[src/htra_pkg.sv]
// ============================================================================
// Handle table allocator package
// Shared sizes, operation and status codes, and the controller command bundle.
// ============================================================================
package htra_pkg;

    // Table geometry and stored field widths.
    localparam int SLOTS        = 256;
    localparam int SLOT_AW      = $clog2(SLOTS);
    localparam int CNT_W        = SLOT_AW + 1;
    localparam int PAYLOAD_BITS = 32;
    localparam int REF_BITS     = 16;

    // Port field widths.
    localparam int KIND_W    = 3;
    localparam int HANDLE_W  = 8;
    localparam int TYPE_W    = 8;
    localparam int PAY_IN_W  = 32;
    localparam int STATUS_W  = 2;
    localparam int S_TDATA_W = 48;
    localparam int M_TDATA_W = 48;

    // Operation codes carried on s_tuser.
    localparam logic [KIND_W-1:0] KIND_ADD     = 3'd0;
    localparam logic [KIND_W-1:0] KIND_DELETE  = 3'd1;
    localparam logic [KIND_W-1:0] KIND_GET     = 3'd2;
    localparam logic [KIND_W-1:0] KIND_RELEASE = 3'd3;
    localparam logic [KIND_W-1:0] KIND_CHECK   = 3'd4;

    // Result status codes carried on m_tuser.
    localparam logic [STATUS_W-1:0] ST_OK      = 2'd0;
    localparam logic [STATUS_W-1:0] ST_INVALID = 2'd1;
    localparam logic [STATUS_W-1:0] ST_EMPTY   = 2'd2;
    localparam logic [STATUS_W-1:0] ST_FULL    = 2'd3;

    // Commands from the controller to the datapath.
    typedef struct packed {
        logic capture;  // latch the input item and launch the memory reads
        logic commit;   // write back state and load the result register
    } htra_cmd_t;

endpackage

[src/htra_ctrl.sv]
// ============================================================================
// Handle table allocator controller
// Two-state sequencer: accept an item, then execute it once the result
// register is free. Also owns the result valid flag.
// ============================================================================
module htra_ctrl (
    input  logic              aclk,
    input  logic              aresetn,
    input  logic              s_tvalid,
    output logic              s_tready,
    output logic              m_tvalid,
    input  logic              m_tready,
    output htra_pkg::htra_cmd_t cmd
);

    typedef enum logic [1:0] {
        ST_IDLE = 2'b01,
        ST_EXEC = 2'b10
    } state_t;

    state_t state_reg, state_next;
    logic   out_valid_reg, out_valid_next;
    logic   out_free;

    // The result register can take a new result when empty or being drained.
    assign out_free = !out_valid_reg || m_tready;

    assign s_tready    = (state_reg == ST_IDLE);
    assign m_tvalid    = out_valid_reg;
    assign cmd.capture = s_tready && s_tvalid;
    assign cmd.commit  = (state_reg == ST_EXEC) && out_free;

    // Next-state logic.
    always_comb begin
        state_next = state_reg;
        unique case (state_reg)
            ST_IDLE: begin
                if (s_tvalid) begin
                    state_next = ST_EXEC;
                end
            end
            ST_EXEC: begin
                if (out_free) begin
                    state_next = ST_IDLE;
                end
            end
            default: begin
                state_next = ST_IDLE;
            end
        endcase
    end

    // Result valid flag: set on commit, cleared when the transfer completes.
    always_comb begin
        out_valid_next = out_valid_reg;
        if (cmd.commit) begin
            out_valid_next = 1'b1;
        end else if (m_tready) begin
            out_valid_next = 1'b0;
        end
    end

    always_ff @(posedge aclk) begin
        if (!aresetn) begin
            state_reg     <= ST_IDLE;
            out_valid_reg <= 1'b0;
        end else begin
            state_reg     <= state_next;
            out_valid_reg <= out_valid_next;
        end
    end

endmodule

[config.mk]
export PLATFORM = sky130hd
export DESIGN_NAME = htra_ctrl
export DESIGN_NICKNAME = d
export VERILOG_FILES = /design/src/htra_pkg.sv /design/src/htra_ctrl.sv
export SDC_FILE = /design/constraint.sdc
export NUM_CORES = 1
export LEC_CHECK = 0
export CAP_MARGIN = 40
export CORE_AREA = 2 2 39 41
export CTS_CLUSTER_SIZE = 16
export DETAILED_ROUTE_END_ITERATION = 12
export DIE_AREA = 0 0 41 43
export DONT_BUFFER_PORTS = 1
export MAX_ROUTING_LAYER = met4
export PLACE_DENSITY = 0.3
export SLEW_MARGIN = 20
export SYNTH_ARGS = -nofsm -noshare
export SYNTH_HDL_FRONTEND = slang
export SYNTH_SLANG_ARGS = --single-unit
[constraint.sdc]
create_clock -name aclk -period 1.8 [get_ports aclk]
set_input_delay 0.09 -clock aclk [delete_from_list [all_inputs] [get_ports aclk]]
set_output_delay 0.09 -clock aclk [all_outputs]
set_load 0.02 [all_outputs]
* After elaboration in Yosys (flattened, before gate mapping)
Index checks and enable logic that the tools add are counted.
** Word-level totals
- Register bits after elaboration :: 3
- Input bits :: 4
** Operators by class
- Eq/ne operators :: 4
- Muxes and demuxes :: 5
- Reductions and logical operators :: 6
** Operator list (count)
- two-way mux 2 bit :: 2
- != test 2 bit, second input constant :: 2
- one-hot mux 2 bit (2 select lines) :: 1
- == test 2 x 1 -> 1 bit, second input constant :: 1
- == test 2 bit, second input constant :: 1
- logical AND 1 bit :: 2
- two-way mux 1 bit :: 2
- AND reduction 2 bit :: 1
- nonzero test 2 bit :: 1
- logical NOT 1 bit :: 1
- logical OR 1 bit :: 1

* Depth between registers and ports, before layout
- Depth after elaboration :: 4
- Depth in mapped cells :: 3

* Worst setup path after synthesis
No wires, ideal clock.
- Kind :: register to register
- Start :: register state_reg[1]
- End :: register state_reg[1]
- Library setup time :: 0.115 ns
- Data arrival time :: 0.787 ns
- Data required time :: 1.685 ns
- Setup slack :: 0.898 ns
- Stages on the path, launching flop included :: 3
- Clock period less this slack :: 0.902 ns
- Cells stage by stage :: dfxtp_1 > and3b_1 > o21a_1
** On the way
- Longest elaborated chain between the ends :: 3
- Elaborated cells between the ends (all ways) :: 6
** Ends and longest elaborated chain
- start, declared :: RTL line htra_ctrl.sv:21 : state_t state_reg, state_next;
- start signal, assigned :: RTL line htra_ctrl.sv:68 : state_reg <= state_next;
- == test 2 bit / == test 2 x 1 -> 1 bit (equally long branches) :: RTL line htra_ctrl.sv:36 : unique case (state_reg)
- != test 2 bit (no line)
- AND reduction 2 bit (no line)
Several ways; a longest one is shown, not always the timed one.
A chain may end at the register's enable or synchronous reset.

==> impl_metrics.toml <==
[worst_setup_path]
r2r-start = "state_reg[1]"
critical-path-top-delay-family = "simple AND/OR/NAND/NOR gates"
cpPeakStageDelay_ns = 0.38
critical_path_class = "register to output port"
worstSetupStartpointType = "register"
worstSetupEndpointType = "output port"
required_ns = 1.71
critical_path_depth = 2
cp_slowest_cell = "dfxtp_1"
reg2reg_to = "state_reg[1]"
r2r_cells = 2
critical_path.cell_chain = "nand2b_1 -> nor2b_1"
arrival_ns = 1.09
rrSetupSlack_ns = 0.85
cp_max_fo = 3
crit_buf_inv = 0

[clock_network]
cts_buffer_depth = 2
numCtsBuffers = 3
cts-root-buf = "clkbuf_4"
clock_sinks = 3
cts.clk_slew.worst_paths_ns = 0.04
worstSkewPairLatency_ns = 0.23
cts_tree = "done"
htree_levels = 1
post_cts_buffers = 0

[route]
drt-total-wl_um = 283
antenna_left = 0
num_vias = 102
post_drt_wl_per_cell_um = 8.576
route.detailed.drc = 0
drt-vias-per-instance = 3.091
drt_iter0_drc = 0
dr.pass1.iters = 1

[cells_and_area]
largest_reg_flops = 2
fin_cells = 33
regArea_um2 = 60.06
fin_area_um2 = 182.7
final_layout_size_suffix_gt1_share_pct = 17.65
area_growth_pct = 36.45
layout.nets = 22
finalCoreUtilization_pct = 13.20
n_fill_cell = 167
num_antenna_cells = 0
multi_input_area_um2 = 66.31

[logic_synthesis]
ys_ff_latch = 3
syn_avg_cell_area_um2 = 10.30
syn_nets = 17
syn_inst = 13
synth_cell_types = 9
yosysWarnings = 0
ys_seq_area_share_pct = 44.86
syn_area_um2 = 133.9

[worst_hold_path]
min_path_cells = 1
hold_path_end = "m_tvalid"
worstHoldStart = "aresetn"
hold_class = "input pin to register"

[placed_design]
dp_slack_ns = 0.8552
numPortBuffers = 0
place_congestion = 0.5029
dp.cells = 28
dpl_cell_area_um2 = 146.4

[power_and_ir_drop]
powerDensity_nw_per_um2 = 1125
p_leak_nw = 0.06876
peakVddDrop_uv = 137.9
power.total_mw = 0.2055

[run]
drv_cap = 0

[die]
start_util_pct = 9.674
rows = 14
num_io_pins = 8
die_h_um = 43
die-area_um2 = 1763
die_x_um = 41
core_area_um2 = 1384

[grt]
grt_overflow = 0
grt_pass1_vias = 108
grt_max_degree = 5
track_usage_pct = 4.312
antenna_found_initial = 0
grt_pass1_wl_um = 358

[sta]
finalClockSkew_ns = 0.001513
setup_violations = 0
setup-tns-final_ns = 0
hold_viol_final = 0
min_period_over_period_pct = 65.56
rsz0062_at_grt = "false"
period_needed_ns = 1.180
relSlewSlack_pct = 73.46
fin_ws_ns = 0.6199
fmax_mhz = 847.4
maxSlewViolCount = 0
worst_pin_slew_ns = 0.3973
fin_hold_ws_ns = 0.01589

[status]
status = "finished, final reports clean"
==> repair_timing <==
action	CTS	global route
hold buffers	1	0
endpoints found under the hold margin	2	0
gates resized for setup	0	0
==> layout make-up <==
cell class	count	area share (%)
Clock buffer	4	14.38
Multi-Input combinational cell	9	36.30
Sequential cell	3	32.88
Tap cell	16	10.96
Timing Repair Buffer	1	5.479
==> cell usage after synthesis, drive strengths merged <==
| cell | n | area share (%) |
|---|---|---|
| dfxtp | 3 | 45 |
| nand2b | 2 | 9.3 |
| nor2b | 2 | 9.3 |
| a21boi | 1 | 5.6 |
| and3b | 1 | 6.5 |
| and4bb | 1 | 9.3 |
| buf | 1 | 5.6 |
| o21a | 1 | 5.6 |
| o21ai | 1 | 3.7 |
==> cell families after synthesis <==
family	Yosys count	share of synthesized area, %
flops	3	44.86
simple gates	6	34.58
compound gates	3	14.95
buf+inv	1	5.610
==> power breakdown <==
| part | internal, mW | switching (mW) |
|---|---|---|
| clock | 0.0829 | 0.0327 |
| combinational | 0.00698 | 0.00995 |
| sequential | 0.0701 | 0.00280 |
==> how the worst max path moves through the flow <==
stage / start / to / slack, ns
after floorplan: state_reg[1] / state_reg[1] / 0.90
after global placement: m_tvalid / cmd[0] / 0.86
after detailed placement: m_tvalid / cmd[0] / 0.86
after CTS: m_tvalid / cmd[0] / 0.60
after global routing: m_tvalid / cmd[0] / 0.56
final: m_tvalid / cmd[0] / 0.62
==> metal layers <==
layer | routed length, um | GRT usage [%] | vias to the layer above
li1 | - | - | 51
met1 | 79 | 1.917 | 45
met2 | 167 | 5.625 | 6
met3 | 36 | 1.571 | 0
met4 | 0 | 10.00 | 0
met5 | 0 | - | -
==> worst register-to-register path, stage by stage (launching register included) <==
cell     delay, ns
dfxtp_1       0.35
and3b_1       0.28
o21a_1        0.21
==> layout by cell type (no fill, tap or decap), drive strengths merged <==
cell type	synthesis	routed
and3b	1	1
a21boi	1	1
clkbuf	0	4
o21ai	1	1
o21a	1	1
and4bb	1	1
dlygate4sd3	0	1
nand2b	2	2
dfxtp	3	3
nor2b	2	2
No activity file was read; power rests on OpenSTA's default activity.
